File: src/hw/rtl/ppsp_pkg.sv
// Shared types and constants for the potentiometer position speed profiler.
`timescale 1ns / 1ps

package ppsp_pkg;

  localparam int CHANNELS_DEF = 4;
  localparam int ADC_BITS_DEF = 12;

  localparam int CH_W       = 2;
  localparam int ANGLE_W    = 13;
  localparam int GOAL_W     = 13;
  localparam int MAXSPD_W   = 15;
  localparam int SPEED_W    = 16;
  localparam int CFG_IDX_W  = 3;
  localparam int CFG_DATA_W = 15;
  localparam int CNT_W      = 3;

  localparam int GOAL_REGS    = 4;
  localparam int ANGLE_SPAN   = 4640;   // full-scale angle, 290 deg in 1/16 deg
  localparam int FAR_ERR      = 128;
  localparam int NEAR_ERR     = 8;
  localparam int RAMP_GAIN    = 25;
  localparam int RAMP_BASE    = 1500;
  localparam int SETTLE_LIMIT = 5;
  localparam int MAXSPD_RESET = 3000;

  localparam logic OP_SAMPLE  = 1'b0;
  localparam logic OP_RESTART = 1'b1;

  localparam logic [CFG_IDX_W-1:0] REG_GOAL_CH0  = 3'd0;
  localparam logic [CFG_IDX_W-1:0] REG_GOAL_CH1  = 3'd1;
  localparam logic [CFG_IDX_W-1:0] REG_GOAL_CH2  = 3'd2;
  localparam logic [CFG_IDX_W-1:0] REG_GOAL_CH3  = 3'd3;
  localparam logic [CFG_IDX_W-1:0] REG_TOP_SPEED = 3'd4;

  // item after angle conversion
  typedef struct packed {
    logic               op;
    logic [CH_W-1:0]    ch;
    logic [ANGLE_W-1:0] angle;
  } item_t;

  // settle counter control from the compute stage
  typedef struct packed {
    logic            fire;
    logic            restart;
    logic [CH_W-1:0] ch;
    logic            zero;
  } settle_req_t;

endpackage

File: src/hw/rtl/ppsp_front.sv
// Input register and converter-to-angle stage.
`timescale 1ns / 1ps

module ppsp_front #(
  parameter int ADC_BITS = ppsp_pkg::ADC_BITS_DEF
) (
  input  logic                          clk,
  input  logic                          rst_n,
  input  logic                          in_valid,
  output logic                          in_stall,
  input  logic                          in_opcode,
  input  logic [ppsp_pkg::CH_W-1:0]     in_channel,
  input  logic [ADC_BITS-1:0]           in_adc_sample,
  input  logic                          s2_ready,
  output logic                          s2_valid,
  output ppsp_pkg::item_t               s2_item
);

  localparam int PROD_W = ADC_BITS + ppsp_pkg::ANGLE_W;

  logic                        s1_valid_r;
  logic                        s1_valid_nxt;
  logic                        s1_op_r;
  logic [ppsp_pkg::CH_W-1:0]   s1_ch_r;
  logic [ADC_BITS-1:0]         s1_adc_r;
  logic                        s2_valid_r;
  logic                        s2_valid_nxt;
  ppsp_pkg::item_t             s2_item_r;
  ppsp_pkg::item_t             s2_item_nxt;
  logic                        s2_free;
  logic                        in_xfer;
  logic                        s1_move;
  logic [PROD_W-1:0]           prod;

  assign s2_free  = !s2_valid_r || s2_ready;
  assign in_stall = s1_valid_r && !s2_free;
  assign in_xfer  = in_valid && !in_stall;
  assign s1_move  = s1_valid_r && s2_free;

  // angle = adc * span / 2^ADC_BITS
  assign prod = PROD_W'(s1_adc_r) * PROD_W'(ppsp_pkg::ANGLE_SPAN);

  always_comb begin
    s1_valid_nxt = s1_valid_r;
    if (in_xfer) begin
      s1_valid_nxt = 1'b1;
    end else if (s1_move) begin
      s1_valid_nxt = 1'b0;
    end
    s2_valid_nxt = s2_valid_r;
    if (s2_free) begin
      s2_valid_nxt = s1_valid_r;
    end
    s2_item_nxt.op    = s1_op_r;
    s2_item_nxt.ch    = s1_ch_r;
    s2_item_nxt.angle = prod[ADC_BITS +: ppsp_pkg::ANGLE_W];
  end

  always_ff @(posedge clk) begin
    if (!rst_n) begin
      s1_valid_r <= 1'b0;
      s2_valid_r <= 1'b0;
    end else begin
      s1_valid_r <= s1_valid_nxt;
      s2_valid_r <= s2_valid_nxt;
    end
  end

  always_ff @(posedge clk) begin
    if (in_xfer) begin
      s1_op_r  <= in_opcode;
      s1_ch_r  <= in_channel;
      s1_adc_r <= in_adc_sample;
    end
    if (s1_move) begin
      s2_item_r <= s2_item_nxt;
    end
  end

  assign s2_valid = s2_valid_r;
  assign s2_item  = s2_item_r;

endmodule

File: src/hw/rtl/ppsp_speed.sv
// Angle error to signed speed command.
`timescale 1ns / 1ps

module ppsp_speed (
  input  logic [ppsp_pkg::ANGLE_W-1:0]        angle,
  input  logic [ppsp_pkg::GOAL_W-1:0]         goal,
  input  logic [ppsp_pkg::MAXSPD_W-1:0]       top_speed,
  input  logic [ppsp_pkg::CH_W-1:0]           ch,
  output logic signed [ppsp_pkg::SPEED_W-1:0] speed,
  output logic                                zero
);

  logic                              past;
  logic [ppsp_pkg::ANGLE_W-1:0]      err;
  logic [11:0]                       ramp_prod;
  logic [ppsp_pkg::MAXSPD_W-1:0]     mag;
  logic [ppsp_pkg::SPEED_W-1:0]      mag_ext;
  logic                              neg;

  always_comb begin
    past = angle > goal;
    err  = past ? (angle - goal) : (goal - angle);
    // ramp branch only sees err <= 128, so 8 bits of err suffice
    ramp_prod = 12'(err[7:0]) * 12'(ppsp_pkg::RAMP_GAIN);
    if (err > ppsp_pkg::ANGLE_W'(ppsp_pkg::FAR_ERR)) begin
      mag = top_speed;
    end else if (err > ppsp_pkg::ANGLE_W'(ppsp_pkg::NEAR_ERR)) begin
      mag = ppsp_pkg::MAXSPD_W'(ramp_prod[11:1]) +
            ppsp_pkg::MAXSPD_W'(ppsp_pkg::RAMP_BASE);
    end else begin
      mag = '0;
    end
    // channels 1 and 2 drive mirrored motors
    neg     = past ^ ((ch == 2'd1) || (ch == 2'd2));
    mag_ext = {1'b0, mag};
    speed   = neg ? -mag_ext : mag_ext;
    zero    = (mag == '0);
  end

endmodule

File: src/hw/rtl/ppsp_settle.sv
// Per-channel settle counters and frozen flag.
`timescale 1ns / 1ps

module ppsp_settle #(
  parameter int CHANNELS = ppsp_pkg::CHANNELS_DEF
) (
  input  logic                  clk,
  input  logic                  rst_n,
  input  ppsp_pkg::settle_req_t req,
  output logic                  frozen
);

  // channel field reaches only the goal-register channels
  localparam int LANES = (CHANNELS < ppsp_pkg::GOAL_REGS) ? CHANNELS : ppsp_pkg::GOAL_REGS;

  logic [ppsp_pkg::CNT_W-1:0] cnt_r   [LANES];
  logic [ppsp_pkg::CNT_W-1:0] cnt_nxt [LANES];

  always_comb begin
    frozen = 1'b0;
    for (int i = 0; i < LANES; i++) begin
      if (req.ch == ppsp_pkg::CH_W'(i) &&
          cnt_r[i] >= ppsp_pkg::CNT_W'(ppsp_pkg::SETTLE_LIMIT)) begin
        frozen = 1'b1;
      end
    end
  end

  always_comb begin
    for (int i = 0; i < LANES; i++) begin
      cnt_nxt[i] = cnt_r[i];
      if (req.fire) begin
        if (req.restart) begin
          cnt_nxt[i] = '0;
        end else if (req.ch == ppsp_pkg::CH_W'(i) &&
                     cnt_r[i] < ppsp_pkg::CNT_W'(ppsp_pkg::SETTLE_LIMIT)) begin
          cnt_nxt[i] = req.zero ? cnt_r[i] + 1'b1 : '0;
        end
      end
    end
  end

  always_ff @(posedge clk) begin
    if (!rst_n) begin
      for (int i = 0; i < LANES; i++) begin
        cnt_r[i] <= '0;
      end
    end else begin
      for (int i = 0; i < LANES; i++) begin
        cnt_r[i] <= cnt_nxt[i];
      end
    end
  end

endmodule

File: src/hw/rtl/potentiometer_position_speed_profile.sv
// Potentiometer position speed profiler top level: config, compute stage, output register.
`timescale 1ns / 1ps

// Takes one item per clock with no bubbles while out_stall is low. An input
// transfer loads the input register, then the angle register and then the
// result register, each move waiting for room downstream.
// A sample turns the reading into an angle in 1/16 degree, compares it with
// the channel's goal and returns a signed speed: the full-speed register
// beyond 8 degrees, a ramp of err*12.5+1500 down to half a degree, then 0.
// Sign follows the error and is flipped for channels 1 and 2. After five
// zero commands in a row a channel is frozen and returns 0 with settled set
// until a restart item, which returns nothing. Samples for a channel at or
// above CHANNELS return nothing. The settle counters are read and updated
// in the same stage, so back-to-back samples on one channel see each
// other's effect. Write config only while the block is idle.
module potentiometer_position_speed_profile #(
  parameter int CHANNELS = ppsp_pkg::CHANNELS_DEF,
  parameter int ADC_BITS = ppsp_pkg::ADC_BITS_DEF
) (
  input  logic                                clk,
  input  logic                                rst_n,
  input  logic                                in_valid,
  output logic                                in_stall,
  input  logic                                in_opcode,
  input  logic [ppsp_pkg::CH_W-1:0]           in_channel,
  input  logic [ADC_BITS-1:0]                 in_adc_sample,
  output logic                                out_valid,
  input  logic                                out_stall,
  output logic [ppsp_pkg::CH_W-1:0]           out_channel,
  output logic signed [ppsp_pkg::SPEED_W-1:0] out_drive_speed,
  output logic                                out_settled,
  input  logic                                cfg_we,
  input  logic [ppsp_pkg::CFG_IDX_W-1:0]      cfg_index,
  input  logic [ppsp_pkg::CFG_DATA_W-1:0]     cfg_wdata
);

  logic [ppsp_pkg::GOAL_W-1:0]         goal_r [ppsp_pkg::GOAL_REGS];
  logic [ppsp_pkg::MAXSPD_W-1:0]       top_speed_r;

  logic                                s2_valid;
  logic                                s2_ready;
  ppsp_pkg::item_t                     s2_item;
  logic                                s2_result;
  logic                                s2_fire;
  logic                                out_free;
  logic                                out_load;

  logic signed [ppsp_pkg::SPEED_W-1:0] speed;
  logic                                speed_zero;
  logic                                frozen;
  ppsp_pkg::settle_req_t               settle_req;

  logic                                out_valid_r;
  logic                                out_valid_nxt;
  logic [ppsp_pkg::CH_W-1:0]           out_channel_r;
  logic signed [ppsp_pkg::SPEED_W-1:0] out_speed_r;
  logic signed [ppsp_pkg::SPEED_W-1:0] out_speed_nxt;
  logic                                out_settled_r;

  // configuration registers
  always_ff @(posedge clk) begin
    if (!rst_n) begin
      for (int i = 0; i < ppsp_pkg::GOAL_REGS; i++) begin
        goal_r[i] <= '0;
      end
      top_speed_r <= ppsp_pkg::MAXSPD_W'(ppsp_pkg::MAXSPD_RESET);
    end else if (cfg_we) begin
      case (cfg_index)
        ppsp_pkg::REG_GOAL_CH0:  goal_r[0]   <= cfg_wdata[ppsp_pkg::GOAL_W-1:0];
        ppsp_pkg::REG_GOAL_CH1:  goal_r[1]   <= cfg_wdata[ppsp_pkg::GOAL_W-1:0];
        ppsp_pkg::REG_GOAL_CH2:  goal_r[2]   <= cfg_wdata[ppsp_pkg::GOAL_W-1:0];
        ppsp_pkg::REG_GOAL_CH3:  goal_r[3]   <= cfg_wdata[ppsp_pkg::GOAL_W-1:0];
        ppsp_pkg::REG_TOP_SPEED: top_speed_r <= cfg_wdata[ppsp_pkg::MAXSPD_W-1:0];
        default: begin
        end
      endcase
    end
  end

  ppsp_front #(
    .ADC_BITS (ADC_BITS)
  ) u_front (
    .clk           (clk),
    .rst_n         (rst_n),
    .in_valid      (in_valid),
    .in_stall      (in_stall),
    .in_opcode     (in_opcode),
    .in_channel    (in_channel),
    .in_adc_sample (in_adc_sample),
    .s2_ready      (s2_ready),
    .s2_valid      (s2_valid),
    .s2_item       (s2_item)
  );

  ppsp_speed u_speed (
    .angle     (s2_item.angle),
    .goal      (goal_r[s2_item.ch]),
    .top_speed (top_speed_r),
    .ch        (s2_item.ch),
    .speed     (speed),
    .zero      (speed_zero)
  );

  // restarts and out-of-range channels retire without a result
  assign s2_result = (s2_item.op == ppsp_pkg::OP_SAMPLE) && (32'(s2_item.ch) < CHANNELS);
  assign out_free  = !out_valid_r || !out_stall;
  assign s2_fire   = s2_valid && (!s2_result || out_free);
  assign s2_ready  = !s2_valid || s2_fire;
  assign out_load  = s2_fire && s2_result;

  always_comb begin
    settle_req.fire    = s2_fire;
    settle_req.restart = (s2_item.op == ppsp_pkg::OP_RESTART);
    settle_req.ch      = s2_item.ch;
    settle_req.zero    = speed_zero;
  end

  ppsp_settle #(
    .CHANNELS (CHANNELS)
  ) u_settle (
    .clk    (clk),
    .rst_n  (rst_n),
    .req    (settle_req),
    .frozen (frozen)
  );

  always_comb begin
    out_valid_nxt = out_valid_r;
    if (out_load) begin
      out_valid_nxt = 1'b1;
    end else if (out_valid_r && !out_stall) begin
      out_valid_nxt = 1'b0;
    end
    out_speed_nxt = frozen ? '0 : speed;
  end

  always_ff @(posedge clk) begin
    if (!rst_n) begin
      out_valid_r <= 1'b0;
    end else begin
      out_valid_r <= out_valid_nxt;
    end
  end

  always_ff @(posedge clk) begin
    if (out_load) begin
      out_channel_r <= s2_item.ch;
      out_speed_r   <= out_speed_nxt;
      out_settled_r <= frozen;
    end
  end

  assign out_valid       = out_valid_r;
  assign out_channel     = out_channel_r;
  assign out_drive_speed = out_speed_r;
  assign out_settled     = out_settled_r;

`ifndef NO_ASSERTIONS
  // a frozen channel always commands zero
  a_settled_zero: assert property (@(posedge clk) disable iff (!rst_n)
    out_valid && out_settled |-> out_drive_speed == '0)
    else $error("settled result with nonzero speed");

  // a pending result never gets overwritten while the output is stalled
  a_no_overwrite: assert property (@(posedge clk) disable iff (!rst_n)
    out_valid_r && out_stall && s2_valid && s2_result |-> !s2_fire)
    else $error("result register overwritten under stall");

  // nothing comes out in the cycle after reset
  a_reset_idle: assert property (@(posedge clk)
    !rst_n |=> !out_valid)
    else $error("output valid right after reset");
`endif

endmodule
File: config.mk
export PLATFORM = sky130hd
export DESIGN_NAME = potentiometer_position_speed_profile
export DESIGN_NICKNAME = d
export VERILOG_FILES = /design/src/hw/rtl/ppsp_pkg.sv /design/src/hw/rtl/ppsp_front.sv /design/src/hw/rtl/ppsp_speed.sv /design/src/hw/rtl/ppsp_settle.sv /design/src/hw/rtl/potentiometer_position_speed_profile.sv
export SDC_FILE = /design/constraint.sdc
export NUM_CORES = 1
export LEC_CHECK = 0
export BUFFER_PORTS_ARGS = -buffer_cell sky130_fd_sc_hd__buf_4
export CAP_MARGIN = 20
export CELL_PAD_IN_SITES_DETAIL_PLACEMENT = 0
export CELL_PAD_IN_SITES_GLOBAL_PLACEMENT = 1
export CORE_MARGIN = 2
export CORE_UTILIZATION = 50
export DETAILED_ROUTE_END_ITERATION = 8
export PLACE_DENSITY = 0.82
export SETUP_SLACK_MARGIN = 0.15
export SLEW_MARGIN = 10
export SYNTH_ARGS = -nofsm -noshare
export SYNTH_HDL_FRONTEND = slang
export SYNTH_SLANG_ARGS = --single-unit
File: constraint.sdc
create_clock -name clk -period 20.8 [get_ports clk]
set_input_delay 3.12 -clock clk [delete_from_list [all_inputs] [get_ports clk]]
set_output_delay 3.12 -clock clk [all_outputs]
set_load 0.005 [all_outputs]
After elaboration in Yosys (flattened, before gate mapping)
Memory sizes are Yosys's and may differ from the RTL's. A register that Yosys moved wholly into a read port is not among the register bits. Cells that the tools add are included.

Bits in registers: 68. Memory bits (writable): 64. Bits of input ports: 38. Output and inout port bits: 21. Word-level logic and storage cells: 141. Memories kept: 2.

Memory list: goal_r (depth 4, bits a word 13, read ports 1, clocked after memory_dff 1, write ports 4, line potentiometer_position_speed_profile.sv:37) `logic [ppsp_pkg::GOAL_W-1:0] goal_r [ppsp_pkg::GOAL_REGS];`; u_settle.cnt_r (depth 4, bits a word 3, read ports 4, clocked after memory_dff 0, write ports 4, line ppsp_settle.sv:16) `logic [ppsp_pkg::CNT_W-1:0] cnt_r [LANES];`.

Add/sub/neg operators: 8. $mul: 2. Magnitude comparators: 11. Eq/ne operators: 7. Multiplexer cells: 55. Bitwise logic cells: 11. Reductions and logical operators: 31.

Operator list (number): $mux W13 (5); $mux W3 (20); $mux W15 (3); $mux W1 (26); $sub A13 B13 Y13 (2); $mul A12 B8 Y20 const B (1); $neg A15 Y16 (1); $logic_not A15 Y1 (1); $logic_and A1 B1 Y1 (14); $gt A13 B13 Y1 (1); $gt A13 B4 Y1 const B (1); $gt A13 B8 Y1 const B (1); $add A11 B11 Y12 const B (1); $add A3 B1 Y3 const B (4); $ge A3 B3 Y1 const B (4); $lt A3 B3 Y1 const B (4); $mul A8 B5 Y12 const B (1); $or A1 B1 Y1 (8); $eq A3 B2 Y1 const B (2); $logic_not A1 Y1 (5); $logic_or A1 B1 Y1 (5); $eq A2 B2 Y1 const B (2); $reduce_bool A2 Y1 (2); $eq A3 B1 Y1 const B (1); other kinds (9) (10).

Longest topological paths before layout
Depth in word-level cells: 12. Gate-level depth with buffers: 29. Mapped depth without buffers: 27.

Hierarchy
A second synthesis with hierarchy kept.

Cells, all modules: 943. Area, all modules: 9883.2 sq um.

By module, submodules not included: potentiometer_position_speed_profile (instances 1, cells an instance 261, area an instance 3766.1 sq um); ppsp_speed (instances 1, cells an instance 446, area an instance 3283.1 sq um); ppsp_front (instances 1, cells an instance 144, area an instance 2001.9 sq um); ppsp_settle (instances 1, cells an instance 92, area an instance 832.0 sq um).

Worst setup path before layout
No wires, ideal clock.

Kind: reg2reg. Start: register (tool-made name). End: register out_speed_r (netlist bit out_drive_speed[14]), data pin. Arrival: 7.180 ns. Data required time: 20.532 ns. Path slack: 13.351 ns. Stages on the path, launching flop included: 30. Buffers on the path: 3. Cell sequence: dfxtp_1 buf_1 mux4_2 ha_1 buf_6 and4_4 o221a_1 or3_4 buf_6 a21oi_1 nor2_1 xnor2_1 inv_1 ha_1 ha_1 inv_1 fa_1 inv_1 ha_1 nor2b_1 o31a_1 or3_1 o2111ai_1 a21boi_0 a21bo_2 o22ai_1 mux2i_1 nor4_1 o311a_1 a31oi_1.

RTL lines: to (signal assigned) (line potentiometer_position_speed_profile.sv:148) `out_speed_r <= out_speed_nxt;`; to (decl) (line potentiometer_position_speed_profile.sv:56) `logic signed [ppsp_pkg::SPEED_W-1:0] out_speed_r;`.

==> metrics.txt <==
status finished clean; layout cell share with drive strength beyond 1 0.135; # IOs 59; CP dominant cell by count ha_1; final HPWL from detailed placement 16500 um; WL per Instance 17.2 um; Core Footprint 19300 um2; drt drc 0; Initial Util 0.505; relative slew slack 0.332; Post-CTS Hold Fix Bufs 0; Synthesized Nets 1119; Non-Filler Instances 1289; Mapped Area 9740 um2; # Max-Cap Violations 0; post-synthesis compound-gate area fraction 0.142; H-tree levels 4; gate count after technology mapping 958; max frequency 0.118 GHz; Clock Path Buffers 2; setup TNS 0 ns; Die Y-Extent 144 um; Worst Path Class, Setup flop to flop; Worst Max-Slew Pin Slew 0.999 ns; Layout area overhead 13.1%; Routability Congestion 0.853; CTS resizes 0; RSZ-0062 raised after global routing false; Clock Sinks 134; CP Max Fanout 15; total track usage 0.224; first-pass GRT wire length 35800 um; synth unique cells 82; Post-synth top flop edfxtp_1; Slew Viols, Final 0; multiplexer share of the synthesized area 0.0463; Clock Skews 0.0119 ns; Avg Inst Size Synth 10.2 um2; number of synthesis warnings 0; dpl cells 1257; final setup vio count 0; minimum clock period 8.49 ns; hold crit path type flop to flop; top post-synthesis cells by area edfxtp_1, ha_1, dfxtp_1; Worst EP arrival 8.62 ns; Die Span X 144 um; CP Launch Type flop; number of vias per cell 5.54; grt ovf 0; synthesized-area fraction occupied by adder cells 0.166; std cell rows 51; final net count 1172; CTS Buf Count 17; Async SR Flop Fraction 0; number of DRC markers in iteration 0 514; port bufs 58; CP max-delay cell dfxtp_1; worst hold slack 0.422 ns; leading area contributor after synthesis edfxtp_1; Clock Latency Late Sink 0.42 ns; drt pass-1 iters 5; via count 7147; xor/xnor cell area share of the yosys netlist 0.0379; initial antenna violation count 0; Root Buffer clkbuf_16; DRT antenna net count 0; Crit. End Element flop; crit share post-route 0.408; Seq/Total Area, Yosys 0.380; synthesized flop and latch total 134; die area 20600 um2; CTS tree yes; Hold Violations, Final 0; main combinational cell family by area after synthesis simple AND/OR/NAND/NOR gates; postcts setup bufs 0; largest net degree at the start of global routing 37; Antenna diodes 0; number of global-route vias before repair 6856; top cell type's share of synthesized area 0.315; data required time at the worst endpoint 20.93 ns; Post-Synth Simple-Gate Area 0.175; Clock transition at path regs 0.06 ns; Largest stage delay, worst path 0.93 ns; Post-Route WL 22100 um; EDFF count, synth 102
==> layer usage <==
layer | vias to the layer above | part of all wire | global-route usage | routed length (um)
met4 | 0 | 0.011 | 0.0609 | 249
met1 | 3413 | 0.47 | 0.320 | 10500
met5 | - | 0 | 0 | 0
met3 | 20 | 0.044 | 0.0347 | 969
met2 | 154 | 0.47 | 0.357 | 10500
li1 | 3560 | - | - | -
==> cell type report <==
| cell class | instances | area, um2 |
|---|---|---|
| fill | 1707 | 8260 |
| multi-input combinational | 702 | 5540 |
| sequential | 134 | 3700 |
| timing repair buffer | 67 | 503 |
| clock buffer | 20 | 447 |
| inverter | 89 | 334 |
| tap | 265 | 332 |
| clock inverter | 12 | 153 |
==> critical path: cells and delay by family (launching register included) <==
family | cells | cell delay [ns]
mux | 2 | 0.81
xor+xnor | 1 | 0.26
buf+inv | 3 | 0.17
fa+ha+maj | 5 | 1.92
compound gates | 9 | 1.99
flops | 1 | 0.93
simple gates | 6 | 2.11
==> state kept, by name (all words and copies together) (netlist names), 2 cells and up, named ones only <==
signal / flops
goal_r: 52
out_drive_speed: 16
u_front.s2_item: 16
top_speed_r: 15
u_front.s1_adc_r: 12
u_settle.cnt_r: 12
out_channel: 2
u_front.s1_ch_r: 2
==> metrics by stage <==
stage               utilization  worst slack [ns]  instance area (um2)
floorplan                     -             13.35                 9740
global placement          0.540             12.53                10400
detailed placement        0.540             12.34                10400
CTS                       0.571             12.31                11000
global route              0.571             11.71                11000
finish                    0.571             12.31                11000
==> cell usage after synthesis (all sizes together) (7+ instances only) <==
master / count
and2: 65
nor3: 20
o21ai: 32
clkbuf: 16
nand3: 11
a31oi: 8
nor2b: 14
and3: 7
nand2b: 12
a211oi: 12
nand4: 8
nand3b: 9
a21oi: 37
inv: 89
o21a: 14
dfxtp: 32
buf: 17
nand2: 72
o211ai: 7
a21boi: 12
fa: 10
xnor2: 23
ha: 113
mux4: 13
o31ai: 12
xor2: 14
mux2i: 12
a21o: 9
nor2: 64
edfxtp: 102
==> layout by cell type, fill, tap and decap left out, types with 4 or more instances in the layout <==
cell type  netlist  routed
o211ai_1         7       7
edfxtp_1       102     102
o31ai_1         12      10
nand3_1         11      11
dfxtp_1         32      32
a31oi_1          8       8
inv_1           88      88
a21o_1           9       9
clkbuf_16        0      17
and2_1          65      65
nand4_1          8       8
nand2_1         71      71
o311ai_0         4       4
a21boi_0        11      11
nor3_1          19      19
o22ai_1          5       5
a21oi_1         35      35
or4_1            4       4
o21a_1          14      14
nor2b_1         14      14
o211a_1          4       4
nor2_1          64      63
o21bai_1         6       6
nand3b_1         9       9
nand2b_1        12      12
ha_1           113     113
buf_4            3      67
o21ai_0         30      28
mux4_2          13      13
xor2_1          14      14
xnor2_1         23      23
a211oi_1        10      10
mux2i_1         12      12
fa_1            10      10
and3_1           7       7
o21ai_1          2       4
or3_1            5       5
==> worst paths after layout <==
path	start	endpoint	slack [ns]	cells past startpoint
setup / recovery	flop	out_drive_speed[14]	12.31	26
hold / removal	u_front.s1_op_r	u_front.s2_item[15]	0.42	0
setup reg to reg	flop	out_drive_speed[14]	12.31	26
hold reg to reg	u_front.s1_op_r	u_front.s2_item[15]	0.42	0
==> cell families after synthesis <==
group,count (synthesis)
xor+xnor,39
buf+inv,122
compound gates,193
mux,28
simple gates,319
fa+ha+maj,123
flops,134
Power is left out: the tool's default activity adds up to more than one toggle a clock period on the data nets, which glitch-free logic cannot reach.
